<file path="src/rtl/rcf_pkg.sv">
`default_nettype none
package rcf_pkg;

   localparam int DEF_MAX_WIDTH  = 1024;
   localparam int DEF_MAX_HEIGHT = 4096;

   localparam int TAPS     = 9;
   localparam int PIX_W    = 32;
   localparam int PROD_W   = 17;
   localparam int SUM_W    = 21;
   localparam int MAG_W    = 19;
   localparam int DIV_W    = 11;
   localparam int CSR_IDX_W  = 3;
   localparam int CSR_DATA_W = 48;

   localparam logic [CSR_IDX_W-1:0] CSR_FRAME_WIDTH  = 3'd0;
   localparam logic [CSR_IDX_W-1:0] CSR_FRAME_HEIGHT = 3'd1;
   localparam logic [CSR_IDX_W-1:0] CSR_DIVISOR      = 3'd2;
   localparam logic [CSR_IDX_W-1:0] CSR_KERNEL_UPPER = 3'd3;
   localparam logic [CSR_IDX_W-1:0] CSR_KERNEL_LOWER = 3'd4;

   typedef struct packed {
      logic [7:0] red;
      logic [7:0] green;
      logic [7:0] blue;
      logic [7:0] alpha;
      logic       last;
   } result_type;

endpackage
`default_nettype wire

</file>
<file path="src/rtl/rcf_lane.sv">
`default_nettype none
module rcf_lane
   import rcf_pkg::*;
(
   input  wire logic               clock,
   input  wire logic               reset,
   input  wire logic               start,
   input  wire logic [8*TAPS-1:0]  pix,
   input  wire logic [8*TAPS-1:0]  coef,
   input  wire logic [DIV_W-1:0]   divisor,
   output logic                    done,
   output logic [7:0]              value
);

   localparam logic [1:0] L_IDLE = 2'd0;
   localparam logic [1:0] L_SUM  = 2'd1;
   localparam logic [1:0] L_DIV  = 2'd2;
   localparam logic [1:0] L_FIN  = 2'd3;
   localparam int CNT_W = $clog2(MAG_W + 1);

   logic [1:0]              ph_ff, ph_in;
   logic signed [PROD_W-1:0] prod_ff [TAPS];
   logic signed [PROD_W-1:0] prod_in [TAPS];
   logic                    neg_ff, neg_in;
   logic [MAG_W-1:0]        quo_ff, quo_in;
   logic [DIV_W-1:0]        rem_ff, rem_in;
   logic [CNT_W-1:0]        cnt_ff, cnt_in;
   logic signed [SUM_W-1:0] sum;
   logic [SUM_W-1:0]        mag;
   logic [DIV_W-1:0]        dsel;
   logic [DIV_W:0]          shifted;

   always_comb begin
      for (int k = 0; k < TAPS; k++) begin
         prod_in[k] = PROD_W'($signed({1'b0, pix[8*k +: 8]}) * $signed(coef[8*k +: 8]));
      end
      sum = '0;
      for (int k = 0; k < TAPS; k++) begin
         sum = sum + SUM_W'(prod_ff[k]);
      end
      mag     = sum[SUM_W-1] ? SUM_W'(-sum) : SUM_W'(sum);
      dsel    = (divisor == '0) ? DIV_W'(1) : divisor;
      shifted = {rem_ff, quo_ff[MAG_W-1]};
   end

   always_comb begin
      ph_in  = ph_ff;
      neg_in = neg_ff;
      quo_in = quo_ff;
      rem_in = rem_ff;
      cnt_in = cnt_ff;
      unique case (ph_ff)
         L_IDLE: begin
            if (start) begin
               ph_in = L_SUM;
            end
         end
         L_SUM: begin
            neg_in = sum[SUM_W-1];
            quo_in = mag[MAG_W-1:0];
            rem_in = '0;
            cnt_in = CNT_W'(MAG_W);
            ph_in  = L_DIV;
         end
         L_DIV: begin
            if (shifted >= {1'b0, dsel}) begin
               rem_in = DIV_W'(shifted - {1'b0, dsel});
               quo_in = {quo_ff[MAG_W-2:0], 1'b1};
            end else begin
               rem_in = shifted[DIV_W-1:0];
               quo_in = {quo_ff[MAG_W-2:0], 1'b0};
            end
            cnt_in = cnt_ff - 1'b1;
            if (cnt_ff == CNT_W'(1)) begin
               ph_in = L_FIN;
            end
         end
         L_FIN: begin
            ph_in = L_IDLE;
         end
         default: ph_in = L_IDLE;
      endcase
   end

   always_ff @(posedge clock) begin
      if (reset) begin
         ph_ff <= L_IDLE;
      end else begin
         ph_ff <= ph_in;
      end
      if (start && ph_ff == L_IDLE) begin
         prod_ff <= prod_in;
      end
      neg_ff <= neg_in;
      quo_ff <= quo_in;
      rem_ff <= rem_in;
      cnt_ff <= cnt_in;
   end

   assign done  = (ph_ff == L_FIN);
   assign value = (neg_ff || quo_ff == '0) ? 8'd0 :
                  (quo_ff > MAG_W'(255)) ? 8'd255 : quo_ff[7:0];

endmodule
`default_nettype wire

</file>
<file path="config.mk">
export PLATFORM = sky130hd
export DESIGN_NAME = rcf_lane
export DESIGN_NICKNAME = d
export VERILOG_FILES = /design/src/rtl/rcf_pkg.sv /design/src/rtl/rcf_lane.sv
export SDC_FILE = /design/constraint.sdc
export NUM_CORES = 2
export LEC_CHECK = 0
export BUFFER_PORTS_ARGS = -buffer_cell sky130_fd_sc_hd__buf_2
export CAP_MARGIN = 20
export CORE_ASPECT_RATIO = 1.25
export CORE_MARGIN = 2
export CORE_UTILIZATION = 53
export DETAILED_ROUTE_END_ITERATION = 8
export PLACE_DENSITY = 0.75
export SLEW_MARGIN = 20
export SYNTH_ARGS = -nofsm -noshare
export SYNTH_HDL_FRONTEND = slang
export SYNTH_SLANG_ARGS = --single-unit
</file>
<file path="constraint.sdc">
create_clock -name clock -period 6.08 [get_ports clock]
set_input_delay 0.912 -clock clock [delete_from_list [all_inputs] [get_ports clock]]
set_output_delay 0.912 -clock clock [all_outputs]
set_load 0.005 [all_outputs]
</file>
==> impl_metrics.ini <==
[outcome]
status = finished, final reports clean

[clock_network]
clock_latency_ps = 440
post_cts_buffers = 0
cts_tree = done
clkSinkCount = 191
clkTransAtPathRegs_ps = 70
holdBufCountCts = 0
htree_num_levels = 4
cts-root-buf = clkbuf_16
clk_path_buf_depth = 2
ctsResizeCount = 0
cts_made_buffers = 17

[global_route]
grt_overflow = 0
grt_pass1_wl_um = 107100
gr-usage-all-layers = 0.2292
antenna_found_initial = 1
grt_pass1_vias = 21980
grt_start_max_net_pins = 67

[sta]
slew_headroom = 0.4207
tightest_slew_ps = 868.9
hold_viol_final = 0
setup_viol = 0
report.final.slew_viol_count = 0
period_needed_ps = 5709
fin_skew_ps = 10.05
clock.fmax_mhz = 175.2
fin_setup_tns_ps = 0
post-route-period-util = 0.9390
rsz0062_at_grt = false

[yosys]
synthTopCellsByArea = fa_1, edfxtp_1, ha_1
ys_seq_area_frac = 0.1898
syn_area_per_cell_um2 = 10.04
synth.top_cell.area_share = 0.3032
synth_ff_type = edfxtp_1
synth_edf_count = 189
synth_cell_types = 57
postSynth.asyncResetShare = 0
syn_inst = 2999
post-synth-top-area-cell = fa_1
synth-seq-cells = 191
yosys_warnings = 0
syn_nets = 4040
synth.cell_area_um2 = 30110

[critical_path]
path_cells = fa_1, fa_1, fa_1, fa_1, ha_1, fa_1, a21o_1, a221oi_2, o21a_2, o21ai_1, a211oi_1, xnor2_1, inv_2, o21ai_0, xnor2_1, mux2_2
critical_path_required_ps = 6280
cp-end-kind = register
worstPathArrival_ps = 5910
crit_buf_inv = 1
cpMostUsedCell = fa_1
cp-start-kind = register
crit_family = adder cells
crit_fanout = 16
slowest_delay_ps = 580
slowest_stage = fa_1
crit_type = reg -> reg

[layout]
nets = 4218
area.growth.synth_to_final_pct = 7.575
drive_gt1_frac = 0.06834
fillers = 4764

[route]
wl_per_cell_um = 16.40
avgViaCountPerCell = 5.267
wl_um = 64500
drt_pass1_iterations = 6
drc = 0
ant_nets = 0
dr.first_iter.drc_count = 999
vias = 20720

[placement]
routabilityCongestion = 0.9008
post-dp-hpwl_um = 54990
io_buffers = 166

[floorplanning]
die_w_um = 217.2
rows = 97
core_um2 = 56070
die_area_um2 = 58750
dieHeight_um = 270.5
ios = 167
initial_core_util = 0.5370

[min_path]
hold_path_class = reg -> reg

[job]
max_cap_violations = 0
## cells in the mapped netlist, drive strengths merged (2+ instances only)
cell     number
xnor2       101
a21oi        55
or3           4
a21o         29
o211a         3
nor2b        29
o21bai        4
nand3        27
and3          6
buf           3
and2        297
dfxtp         2
nor2        107
o2111ai      12
o211ai        2
a221oi        4
mux2i        18
o21a         12
nand2       267
nand2b       62
o21ai        50
mux2          6
a211oi        3
or4b          2
fa          456
o31ai         3
nand4         7
o41a         11
inv         679
nor4          6
xor2         37
o41ai         4
a31oi         8
nor3         26
a21boi       13
clkbuf        8
edfxtp      189
a41o          7
or2           5
ha          427
## state kept, by name (all words and copies together) (netlist names)
name     flops
prod_ff    153
quo_ff      19
rem_ff      11
cnt_ff       5
ph_ff        2
neg_ff       1
## routing by layer
| layer | track usage | share of wire | up-vias |
|---|---|---|---|
| met5 | 0 | 0 | - |
| met4 | 0.08904 | 0.042 | 0 |
| met3 | 0.02440 | 0.034 | 126 |
| met2 | 0.4292 | 0.54 | 431 |
| met1 | 0.2661 | 0.39 | 10380 |
| li1 | - | - | 9777 |
## cell usage in the layout, fill, tap and decap left out, types with 11 or more instances in the layout
master,count
a21boi_0,13
a21o_1,29
a21oi_1,55
and2_1,296
buf_2,166
clkbuf_16,17
edfxtp_1,189
fa_1,456
ha_1,427
inv_1,678
mux2i_1,18
nand2_1,267
nand2b_1,62
nand3_1,27
nor2_1,107
nor2b_1,29
nor3_1,26
o2111ai_1,12
o21a_1,11
o21ai_0,42
o41a_1,11
xnor2_1,101
xor2_1,37
## path summary, 6_finish.rpt
kind / to / depth (start not counted) / slack [ps] / startpoint
max: quo_ff[11] / 16 / 370 / prod_ff[104]
min: ph_ff[0] / 2 / 560 / ph_ff[0]
max reg2reg: quo_ff[11] / 16 / 370 / prod_ff[104]
min reg2reg: ph_ff[0] / 2 / 560 / ph_ff[0]
## tightest hold or removal path: stages (launching register included)
cell and delay, ps:
dfxtp_1 350, nor2_1 110, nor3_1 50
## metrics by stage
step	setup slack [ps]	hold WS [ps]	instance area, µm²	std cells	util
finish	371.0	558.0	32390	3933	0.5777
global route	65.50	584.0	32390	3932	0.5777
CTS	383.2	555.0	32390	3932	0.5777
detailed placement	386.4	546.6	31870	3900	0.5683
global placement	465.3	530.0	31860	3900	0.5682
floorplan	688.0	507.1	30110	2999	-
## area by class of cell
| type | count | area, µm² | share of cell area |
|---|---|---|---|
| diodes | 1 | 2.502 | 0.00007725 |
| repair buffers | 170 | 860.8 | 0.02657 |
| clock buffers | 20 | 436.7 | 0.01348 |
| multi-input cells | 2118 | 21810 | 0.6734 |
| well taps | 742 | 928.4 | 0.02866 |
| flip-flops and latches | 191 | 5715 | 0.1764 |
| clock inverters | 12 | 86.33 | 0.002665 |
| inverters | 679 | 2549 | 0.07868 |
## kinds of logic after synthesis
logic type,synth area share
compound gates,0.05152
xor+xnor,0.04014
fa+ha+maj,0.4806
buf+inv,0.08605
flops,0.1898
mux,0.008227
simple gates,0.1437
Power is left out: the tool's default activity adds up to more than one toggle a clock period on the data nets, which glitch-free logic cannot reach.
